==> config.mk <==
export PLATFORM = sky130hd
export DESIGN_NAME = binomial_coefficient_unit_core
export DESIGN_NICKNAME = d
export VERILOG_FILES = /design/src/rtl/bcu_pkg.sv /design/src/rtl/bcu_mul.sv /design/src/rtl/bcu_div.sv /design/src/rtl/binomial_coefficient_unit_core.sv
export SDC_FILE = /design/constraint.sdc
export NUM_CORES = 2
export LEC_CHECK = 0
export BUFFER_PORTS_ARGS = -buffer_cell sky130_fd_sc_hd__buf_2
export CAP_MARGIN = 0
export CORE_MARGIN = 2
export CORE_UTILIZATION = 55
export CTS_CLUSTER_DIAMETER = 100
export DETAILED_ROUTE_END_ITERATION = 6
export PLACE_DENSITY = 0.74
export SLEW_MARGIN = 10
export SYNTH_ARGS = -nofsm -noshare
export SYNTH_HDL_FRONTEND = slang
export SYNTH_SLANG_ARGS = --single-unit
==> constraint.sdc <==
create_clock -name clk -period 13.1 [get_ports clk]
set_input_delay 1.31 -clock clk [delete_from_list [all_inputs] [get_ports clk]]
set_output_delay 1.31 -clock clk [all_outputs]
set_load 0.05 [all_outputs]
==> src/rtl/bcu_pkg.sv <==
package bcu_pkg;

  localparam int LIMB_WIDTH     = 32;
  localparam int COEF_WIDTH     = 2 * LIMB_WIDTH;
  localparam int DIV_STEP_BITS  = 4;
  localparam int DIV_CYCLES     = COEF_WIDTH / DIV_STEP_BITS;
  localparam int DIV_CNT_WIDTH  = $clog2(DIV_CYCLES);

endpackage

==> src/rtl/bcu_mul.sv <==
module bcu_mul #(
  parameter int ARG_WIDTH = 32
) (
  input  logic                                    clk,
  input  logic [bcu_pkg::LIMB_WIDTH-1:0]          a,
  input  logic [ARG_WIDTH-1:0]                    b,
  output logic [bcu_pkg::LIMB_WIDTH+ARG_WIDTH-1:0] p
);

  always_ff @(posedge clk) begin
    p <= {{ARG_WIDTH{1'b0}}, a} * {{bcu_pkg::LIMB_WIDTH{1'b0}}, b};
  end

endmodule

==> src/rtl/bcu_div.sv <==
module bcu_div #(
  parameter int ARG_WIDTH = 32
) (
  input  logic                           clk,
  input  logic                           rst,
  input  logic                           start,
  input  logic [ARG_WIDTH-1:0]           rem_init,
  input  logic [bcu_pkg::COEF_WIDTH-1:0] dividend,
  input  logic [ARG_WIDTH-1:0]           divisor,
  output logic                           done,
  output logic [bcu_pkg::COEF_WIDTH-1:0] quotient
);

  logic                                  busy;
  logic [bcu_pkg::DIV_CNT_WIDTH-1:0]     cnt;
  logic [ARG_WIDTH-1:0]                  rem;
  logic [bcu_pkg::COEF_WIDTH-1:0]        quo;
  logic [ARG_WIDTH-1:0]                  rem_next;
  logic [bcu_pkg::COEF_WIDTH-1:0]        quo_next;

  always_comb begin
    logic [ARG_WIDTH:0] trial;
    logic [ARG_WIDTH:0] diff;
    logic               qbit;
    rem_next = rem;
    quo_next = quo;
    for (int j = 0; j < bcu_pkg::DIV_STEP_BITS; j++) begin
      trial = {rem_next, quo_next[bcu_pkg::COEF_WIDTH-1]};
      diff  = trial - {1'b0, divisor};
      qbit  = (trial >= {1'b0, divisor});
      rem_next = qbit ? diff[ARG_WIDTH-1:0] : trial[ARG_WIDTH-1:0];
      quo_next = {quo_next[bcu_pkg::COEF_WIDTH-2:0], qbit};
    end
  end

  always_ff @(posedge clk) begin
    if (rst) begin
      busy <= 1'b0;
      done <= 1'b0;
      cnt  <= '0;
    end else begin
      done <= 1'b0;
      if (start) begin
        busy <= 1'b1;
        cnt  <= bcu_pkg::DIV_CNT_WIDTH'(bcu_pkg::DIV_CYCLES - 1);
      end else if (busy) begin
        cnt <= cnt - bcu_pkg::DIV_CNT_WIDTH'(1);
        if (cnt == '0) begin
          busy <= 1'b0;
          done <= 1'b1;
        end
      end
    end
  end

  always_ff @(posedge clk) begin
    if (start) begin
      rem <= rem_init;
      quo <= dividend;
    end else if (busy) begin
      rem <= rem_next;
      quo <= quo_next;
    end
  end

  assign quotient = quo;

endmodule

==> src/rtl/binomial_coefficient_unit_core.sv <==
// Binomial coefficient unit: returns C(n,k) for each transaction on the item channel.
// The item channel carries n_value and k_value; a transaction completes when item_valid
// is high and item_stall is low. Only the low ARG_WIDTH bits of each argument are used.
// The result channel carries coefficient and overflow under result_valid/result_stall.
// One item is worked on at a time; item_stall stays high from acceptance until the
// result transaction completes.
// When k is zero or k exceeds n, the item goes straight to the result. Otherwise each
// step i = 1 .. k makes two passes through the shared 32-bit by ARG_WIDTH multiplier,
// joins the partial products and tests for overflow, then runs the shared divider,
// which retires 4 quotient bits per cycle, until the step with i equal to k is done.
// An overflowing partial value ends the item with all ones and overflow set.
// While result_stall is high the result is held and no new item is accepted.
// Reset returns the sequencer to idle and discards any item in progress.
module binomial_coefficient_unit_core #(
  parameter int ARG_WIDTH = 32
) (
  input  logic        clk,
  input  logic        rst,
  input  logic        item_valid,
  output logic        item_stall,
  input  logic [31:0] n_value,
  input  logic [31:0] k_value,
  output logic        result_valid,
  input  logic        result_stall,
  output logic [63:0] coefficient,
  output logic        overflow
);

  localparam int CW = bcu_pkg::COEF_WIDTH;
  localparam int LW = bcu_pkg::LIMB_WIDTH;
  localparam int PW = LW + ARG_WIDTH;
  localparam int SW = CW + ARG_WIDTH;

  typedef enum logic [5:0] {
    ST_IDLE    = 6'b000001,
    ST_MUL_LO  = 6'b000010,
    ST_MUL_HI  = 6'b000100,
    ST_COMBINE = 6'b001000,
    ST_DIV     = 6'b010000,
    ST_DONE    = 6'b100000
  } state_t;

  state_t               state;
  logic [ARG_WIDTH-1:0] k;
  logic [ARG_WIDTH-1:0] i;
  logic [ARG_WIDTH-1:0] m;
  logic [CW-1:0]        r;
  logic [PW-1:0]        plo;
  logic [CW-1:0]        coef;
  logic                 ovf;

  logic [LW-1:0]        mul_a;
  logic [PW-1:0]        mul_p;
  logic [SW-1:0]        sum;
  logic                 sum_ovf;
  logic                 div_start;
  logic                 div_done;
  logic [CW-1:0]        div_q;
  logic [ARG_WIDTH-1:0] n_arg;
  logic [ARG_WIDTH-1:0] k_arg;

  assign n_arg   = n_value[ARG_WIDTH-1:0];
  assign k_arg   = k_value[ARG_WIDTH-1:0];
  assign mul_a   = (state == ST_MUL_HI) ? r[CW-1:LW] : r[LW-1:0];
  assign sum     = {mul_p, {LW{1'b0}}} + {{LW{1'b0}}, plo};
  assign sum_ovf = (sum[SW-1:CW] >= i);
  assign div_start = (state == ST_COMBINE) && !sum_ovf;

  bcu_mul #(.ARG_WIDTH(ARG_WIDTH)) u_mul (
    .clk (clk),
    .a   (mul_a),
    .b   (m),
    .p   (mul_p)
  );

  bcu_div #(.ARG_WIDTH(ARG_WIDTH)) u_div (
    .clk      (clk),
    .rst      (rst),
    .start    (div_start),
    .rem_init (sum[SW-1:CW]),
    .dividend (sum[CW-1:0]),
    .divisor  (i),
    .done     (div_done),
    .quotient (div_q)
  );

  always_ff @(posedge clk) begin
    if (rst) begin
      state <= ST_IDLE;
    end else begin
      case (state)
        ST_IDLE: begin
          if (item_valid) begin
            state <= ((k_arg > n_arg) || (k_arg == '0)) ? ST_DONE : ST_MUL_LO;
          end
        end
        ST_MUL_LO:  state <= ST_MUL_HI;
        ST_MUL_HI:  state <= ST_COMBINE;
        ST_COMBINE: state <= sum_ovf ? ST_DONE : ST_DIV;
        ST_DIV: begin
          if (div_done) begin
            state <= (i == k) ? ST_DONE : ST_MUL_LO;
          end
        end
        ST_DONE: begin
          if (!result_stall) begin
            state <= ST_IDLE;
          end
        end
        default: state <= ST_IDLE;
      endcase
    end
  end

  always_ff @(posedge clk) begin
    case (state)
      ST_IDLE: begin
        k <= k_arg;
        m <= n_arg;
        i <= ARG_WIDTH'(1);
        r <= CW'(1);
        ovf <= 1'b0;
        coef <= (k_arg > n_arg) ? '0 : CW'(1);
      end
      ST_MUL_HI: begin
        plo <= mul_p;
      end
      ST_COMBINE: begin
        if (sum_ovf) begin
          coef <= '1;
          ovf  <= 1'b1;
        end
      end
      ST_DIV: begin
        if (div_done) begin
          r    <= div_q;
          coef <= div_q;
          i    <= i + ARG_WIDTH'(1);
          m    <= m - ARG_WIDTH'(1);
        end
      end
      default: begin
      end
    endcase
  end

  assign item_stall   = (state != ST_IDLE);
  assign result_valid = (state == ST_DONE);
  assign coefficient  = coef;
  assign overflow     = ovf;

endmodule

======== After elaboration in Yosys (flattened, before gate mapping) ========
Index checks and enable logic that the tools add are counted.
storage, ports and cells
  bits in registers ....................... 461
operators by class
  bitwise operators ....................... 1
  multiplexer cells ....................... 33
  add/subtract/negate cells ............... 8
  $lt $le $gt $ge ......................... 6
  multiply operators ...................... 1
  equal/unequal tests ..................... 12
  reductions and logical operators ........ 14
operator list
  cell                                                  number
  two-way mux 32 bit                                    9
  two-way mux 64 bit                                    4
  case mux 64 bit (3 select lines)                      1
  >= comparator 33 x 32 -> 1 bit                        4
  case mux 32 bit (2 select lines)                      2
  case mux 64 bit (2 select lines)                      1
  subtractor 32 bit                                     4
  adder 96 x 64 -> 96 bit                               1
  multiplier 32 x 32 -> 64 bit                          1
  two-way mux 6 bit                                     6
  case mux 6 bit (6 select lines)                       1
  adder 32 x 1 -> 32 bit (second input constant)        1
  equality test 32 bit                                  1
  >= comparator 32 bit                                  1
  > comparator 32 bit                                   1
  logical NOT 32 bit                                    1
  subtractor 32 x 1 -> 32 bit (second input constant)   1
  two-way mux 4 bit                                     2
  equality test 6 x 1 -> 1 bit (second input constant)  1
  equality test 6 x 2 -> 1 bit (second input constant)  1
  equality test 6 x 3 -> 1 bit (second input constant)  1
  equality test 6 x 4 -> 1 bit (second input constant)  1
  equality test 6 x 5 -> 1 bit (second input constant)  1
  equality test 6 bit (second input constant)           1
  16 further kinds                                      27

======== Longest topological paths before layout ========
  word-level depth ........................ 10
  mapped depth ............................ 60
  gate-level depth less buffers ........... 49

======== Hierarchy ========
From an unflattened synthesis, not the netlist that was laid out.
second synthesis, totals
  cells, all modules ...................... 6,718
  area total of the unflattened synthesis .. 63,497.1 um2
modules (own cells, without submodules)
  module                          area an instance (um2)  cells an instance  times used
  bcu_mul                         34,594.4                3,769              1
  binomial_coefficient_unit_core  16,230.6                1,486              1
  bcu_div                         12,672.2                1,463              1

======== Least setup slack after synthesis ========
No wires, ideal clock.
  path kind ............................... register to register
  from .................................... register i[1]
  to ...................................... register u_div.rem[23] (data pin)
  library setup time ...................... 0.260 ns
  stages on the path, launching flop included .. 59
  setup slack ............................. 0.697 ns
  arrival ................................. 12.143 ns
  path through ............................ edfxtp_1 > inv_1 > ha_1 > nor2b_1 > o31ai_1 > a2111oi_2 > o21bai_1 > a21oi_1 > a21oi_1 > buf_2 > clkbuf_1 > clkbuf_1 > clkbuf_1 > nor2_1 > a21oi_1 > inv_1 > ha_1 > a21oi_1 > [23 not listed] > a21o_1 > buf_6 > buf_4 > mux2i_1 > ha_1 > nor2b_1 > o21ai_0 > a21boi_0 > o21ai_0 > o311ai_0 > a41oi_1 > o21ai_0 > a21o_1 > a2111oi_0 > nor3_1 > xor2_1 > mux2_4 > mux2_2
between the ends
  cells in the longest elaborated chain, start to end .. 10
  elaborated cells between the ends (all ways) .. 17
  classes of those cells .................. add/sub (4); order compare (5); mux (6); reduce/logical (2)
RTL lines
  item                                                                 RTL line                               source
  start: declaration                                                   binomial_coefficient_unit_core.sv:45   logic [ARG_WIDTH-1:0] i;
  start signal: assignment                                             binomial_coefficient_unit_core.sv:138  i <= i + ARG_WIDTH'(1);
  subtractor 32 bit or >= comparator 33 x 32 -> 1 bit (tied branches)  bcu_div.sv:29, bcu_div.sv:30
  two-way mux 32 bit                                                   bcu_div.sv:31                          rem_next = qbit ? diff[ARG_WIDTH-1:0] : trial[ARG_WIDTH-1:0];
  subtractor 32 bit or >= comparator 33 x 32 -> 1 bit (tied branches)  bcu_div.sv:29, bcu_div.sv:30
  two-way mux 32 bit                                                   bcu_div.sv:31
  subtractor 32 bit or >= comparator 33 x 32 -> 1 bit (tied branches)  bcu_div.sv:29, bcu_div.sv:30
  two-way mux 32 bit                                                   bcu_div.sv:31
  subtractor 32 bit or >= comparator 33 x 32 -> 1 bit (tied branches)  bcu_div.sv:29, bcu_div.sv:30
  two-way mux 32 bit                                                   bcu_div.sv:31
  two-way mux 32 bit                                                   bcu_div.sv:60                          end else if (busy) begin
  two-way mux 32 bit (*)                                               bcu_div.sv:57                          if (start) begin
  end signal: assignment                                               bcu_div.sv:58                          rem <= rem_init;
  end signal: assignment                                               bcu_div.sv:61                          rem <= rem_next;
  end: declaration                                                     bcu_div.sv:16                          logic [ARG_WIDTH-1:0] rem;
Every way passes the cells marked *; elsewhere a longest branch is shown, timed or not. The select of a mux whose other input is x is not followed.
A chain may end at the register's enable or synchronous reset.

======== Worst setup path in the final report ========
  from .................................... register u_div.quo, in the netlist u_div.quotient[63]
  to ...................................... register u_div.rem[30] (data pin)
between the ends
  cells in the longest elaborated chain, start to end .. 10
  elaborated cells between the ends (all ways) .. 14
  classes of those cells .................. add/sub (4); order compare (4); mux (6)
RTL lines
  item                                                                 RTL line                      source
  start: declaration                                                   bcu_div.sv:17                 logic [bcu_pkg::COEF_WIDTH-1:0] quo;
  start signal: assignment                                             bcu_div.sv:59                 quo <= dividend;
  start signal: assignment                                             bcu_div.sv:62                 quo <= quo_next;
  subtractor 32 bit or >= comparator 33 x 32 -> 1 bit (tied branches)  bcu_div.sv:29, bcu_div.sv:30
  two-way mux 32 bit (*)                                               bcu_div.sv:31
  subtractor 32 bit or >= comparator 33 x 32 -> 1 bit (tied branches)  bcu_div.sv:29, bcu_div.sv:30
  two-way mux 32 bit (*)                                               bcu_div.sv:31
  subtractor 32 bit or >= comparator 33 x 32 -> 1 bit (tied branches)  bcu_div.sv:29, bcu_div.sv:30
  two-way mux 32 bit (*)                                               bcu_div.sv:31
  subtractor 32 bit or >= comparator 33 x 32 -> 1 bit (tied branches)  bcu_div.sv:29, bcu_div.sv:30
  two-way mux 32 bit (*)                                               bcu_div.sv:31
  two-way mux 32 bit (*)                                               bcu_div.sv:60
  two-way mux 32 bit (*)                                               bcu_div.sv:57
Marked as above.

==> flow_summary.ini <==
[setup_path]
worst_r2r_path_depth = 53
critical_path_buf_inv_count = 9
crit_path_max_incr_delay_ns = 0.44
crit_fanout = 19
cp.required_ns = 13.48
slowest_stage = sky130_fd_sc_hd__a2111oi_4
critical-path-top-delay-family = compound AO/OA/AOI/OAI gates
r2r_start = u_div.quotient[63]$_DFFE_PP_
worst_setup_path_start_kind = flop
cp_common_cell = sky130_fd_sc_hd__buf_4
critPathCaptureType = flop
regToRegSetupSlack_ns = 0.52
r2r-end = u_div.rem[30]$_DFFE_PP_
cp_data_arrival_time_ns = 12.96
path_class = reg2reg

[logic_synthesis]
synthDominantCellAreaShare_pct = 29.41
yosys_warnings = 0
asyncSetResetFlopFracSynth_pct = 0
synth_xor_area_share_pct = 4.413
yosys_register_bits = 461
netlist.top_cell.by_area = sky130_fd_sc_hd__fa_1
synth_fa_ha_area_share_pct = 39.41
synth_flop_cell = sky130_fd_sc_hd__edfxtp_1
synthesis.nets = 8072
synth_enable_flop_cells = 385
synth.most_common_cell = sky130_fd_sc_hd__nand2_1
simple_gate_fraction_of_synth_area_pct = 15.98
muxShareOfSynthArea_pct = 1.777
synth.top_cells.by_count = sky130_fd_sc_hd__nand2_1 (1,222), sky130_fd_sc_hd__inv_1 (1,112), sky130_fd_sc_hd__fa_1 (901)
syn-instance-count = 6613
synth_compound_gate_area_share_pct = 8.301
post_synth_main_area_contributors = sky130_fd_sc_hd__fa_1 (29%), sky130_fd_sc_hd__edfxtp_1 (19%), sky130_fd_sc_hd__ha_1 (10%)
synth_sequential_area_ratio_pct = 21.33
post_synth.cell_area_avg_sq_um = 9.274
yosys.cell_types.count = 83
largest_family_of_logic_cells_by_synthesized_area = adder cells
post_synth_instance_area_sq_mm = 0.06133

[route]
wire_per_inst_um = 22.32
drc = 0
drtPass1Iterations = 6
wirelength_routed_um = 185900
detail_route.vias_per_cell = 5.748
drtAntennaViolNets = 0
vias = 47872
dr.first_iter.drc_count = 4468

[die]
row_count = 122
coreArea_sq_mm = 0.1107
top_level_ports = 135
die_height_um = 337.9
design.die.area_sq_mm = 0.1142
die_w_um = 337.9
initial_utilization_pct = 55.42

[sta]
tns_ns = 0
hold_viol_final = 0
finalSetupViolCount = 0
timing_worst_slew_pin_value_ns = 1.205
period_share_pct = 96.06
slew_viol_final = 0
achievable-frequency_mhz = 79.47
grt_setup_unrepaired = no
final_period_minus_worst_setup_slack_ns = 12.58
skew_ns = 0.01668
slew-limit-headroom_pct = 19.49

[flow_run]
drv_cap = 0

[grt]
grt_util_met2_pct = 53.00
grt.met1_usage_pct = 45.73
gr_peak_layer = met2
number_of_antenna_violations_at_the_first_check_in_global_routing = 7
globalRouteMet3Util_pct = 5.921
global_route_wire_length_before_repair_um = 287700
grt_util_all_layers_pct = 33.26
via_count_of_the_first_global_routing_pass = 49065
grt.overflow.total = 0
maximum_number_of_pins_on_one_net_before_global_route_repair = 95

[clock_tree]
tritoncts_clock_tree = built
cts.sink_count = 461
cts_made_buffers = 50
cts.hold.buffers_added = 0
clk_latency_ns = 0.63
root_buffer_cell = sky130_fd_sc_hd__clkbuf_16
cts_max_level = 2
clk_pin_slew_ns = 0.07
ctsLongestPathBuffers = 3

[min_path]
worstHoldPathCells = 0
worstHoldEndpoint = plo[12]$_DFFE_PP_
hold_path.class = reg2reg
min-delay-start = u_mul.p[12]$_DFF_P_

[finish]
flow.area_growth_from_synthesis_pct = 9.011
multi_input_area_sq_mm = 0.04296
finish.utilization_pct = 60.41
fillers = 9413
layout.nets = 8257
share_of_final_layout_standard_cells_stronger_than_drive_strength_1_pct = 10.25
sequential_cell_area_sq_mm = 0.01308

[place]
placement.io_buffers = 134
hpwl_after_dpl_um = 149500
place.gp.congestion = 0.9684

[status]
status = finished clean
[how the worst max path moves through the flow]
stage | from | cells after the start | end
2_1_floorplan | i[1]$_SDFFCE_PP0P_ | 58 | u_div.rem[23]$_DFFE_PP_
4_1_cts | u_div.quotient[63]$_DFFE_PP_ | 52 | u_div.rem[30]$_DFFE_PP_
3_3_place_gp | u_div.quotient[63]$_DFFE_PP_ | 52 | u_div.rem[30]$_DFFE_PP_
3_5_place_dp | u_div.quotient[63]$_DFFE_PP_ | 52 | u_div.rem[30]$_DFFE_PP_
6_report | u_div.quotient[63]$_DFFE_PP_ | 53 | u_div.rem[30]$_DFFE_PP_
5_1_grt | i[11]$_SDFFCE_PP0P_ | 54 | u_div.rem[30]$_DFFE_PP_
[flip-flops by register name, summed over array words and instances, names as in the netlist, 64 cells and up]
signal and count:
u_mul.p 64, plo 64, r 64, coefficient 64
u_div.quotient 64
[routing by layer]
metal	wire (um)	up-vias
met5	0	-
met1	76750	23955
met2	84570	2238
met4	7601	0
met3	17030	365
li1	-	21314
[cell type report]
class / instances / area share (%)
multi-input cells: 4728 / 64.25
flip-flops and latches: 461 / 19.57
inverters: 1112 / 6.245
repair buffers: 445 / 4.589
well taps: 1488 / 2.785
clock buffers: 58 / 1.995
clock inverters: 35 / 0.5596
diodes: 2 / 0.007486
[kinds of logic (layout without fill, tap and decap cells)]
| logic type | count (synthesis) | after routing |
|---|---|---|
| AND/OR/NAND/NOR | 2145 | 2145 |
| XOR/XNOR | 309 | 309 |
| multiplexers | 93 | 93 |
| flip-flops | 461 | 461 |
| other | 0 | 2 |
| AO/OA/AOI/OAI | 790 | 790 |
| buffers and inverters | 1424 | 1650 |
| adder cells (fa/ha/maj) | 1391 | 1391 |
[what timing repair did]
item / 4_1_cts / 5_1_grt
gates resized for setup: 0 / 8
setup endpoints to repair: 0 / 33
setup buffers: 0 / 1
[cells in the final DEF, fill, tap and decap left out, drive strengths merged, types with 126 or more instances in the layout]
cell type	Yosys	final
o21ai	194	194
inv	1112	1116
and2	302	302
edfxtp	385	385
xnor2	228	228
fa	901	901
nand2	1222	1222
a21oi	223	223
buf	23	445
a21o	126	126
ha	490	490
nor2	214	214
[worst reg2reg max path, delay by kind of cell, from the launching register on]
kind,cells,cell delay [ns]
AND/OR/NAND/NOR,8,1.69
adder cells (fa/ha/maj),5,1.50
flip-flops,1,0.37
XOR/XNOR,2,0.28
buffers and inverters,9,1.33
AO/OA/AOI/OAI,25,5.94
multiplexers,4,1.21
[through the flow]
| step | cells | setup WS [ns] | hold WS [ns] | cell area (sq um) |
|---|---|---|---|---|
| floorplan | 6613 | 0.6971 | 0.4123 | 61330 |
| global placement | 8233 | 0.3849 | 0.4371 | 65100 |
| detailed placement | 8233 | 0.2586 | 0.4401 | 65100 |
| CTS | 8326 | 0.1898 | 0.4552 | 66810 |
| global route | 8327 | 0.02000 | 0.4641 | 66850 |
| finish | 8329 | 0.5165 | 0.4473 | 66860 |
Power is left out: the tool's default activity adds up to more than one toggle a clock period on the data nets, which glitch-free logic cannot reach.
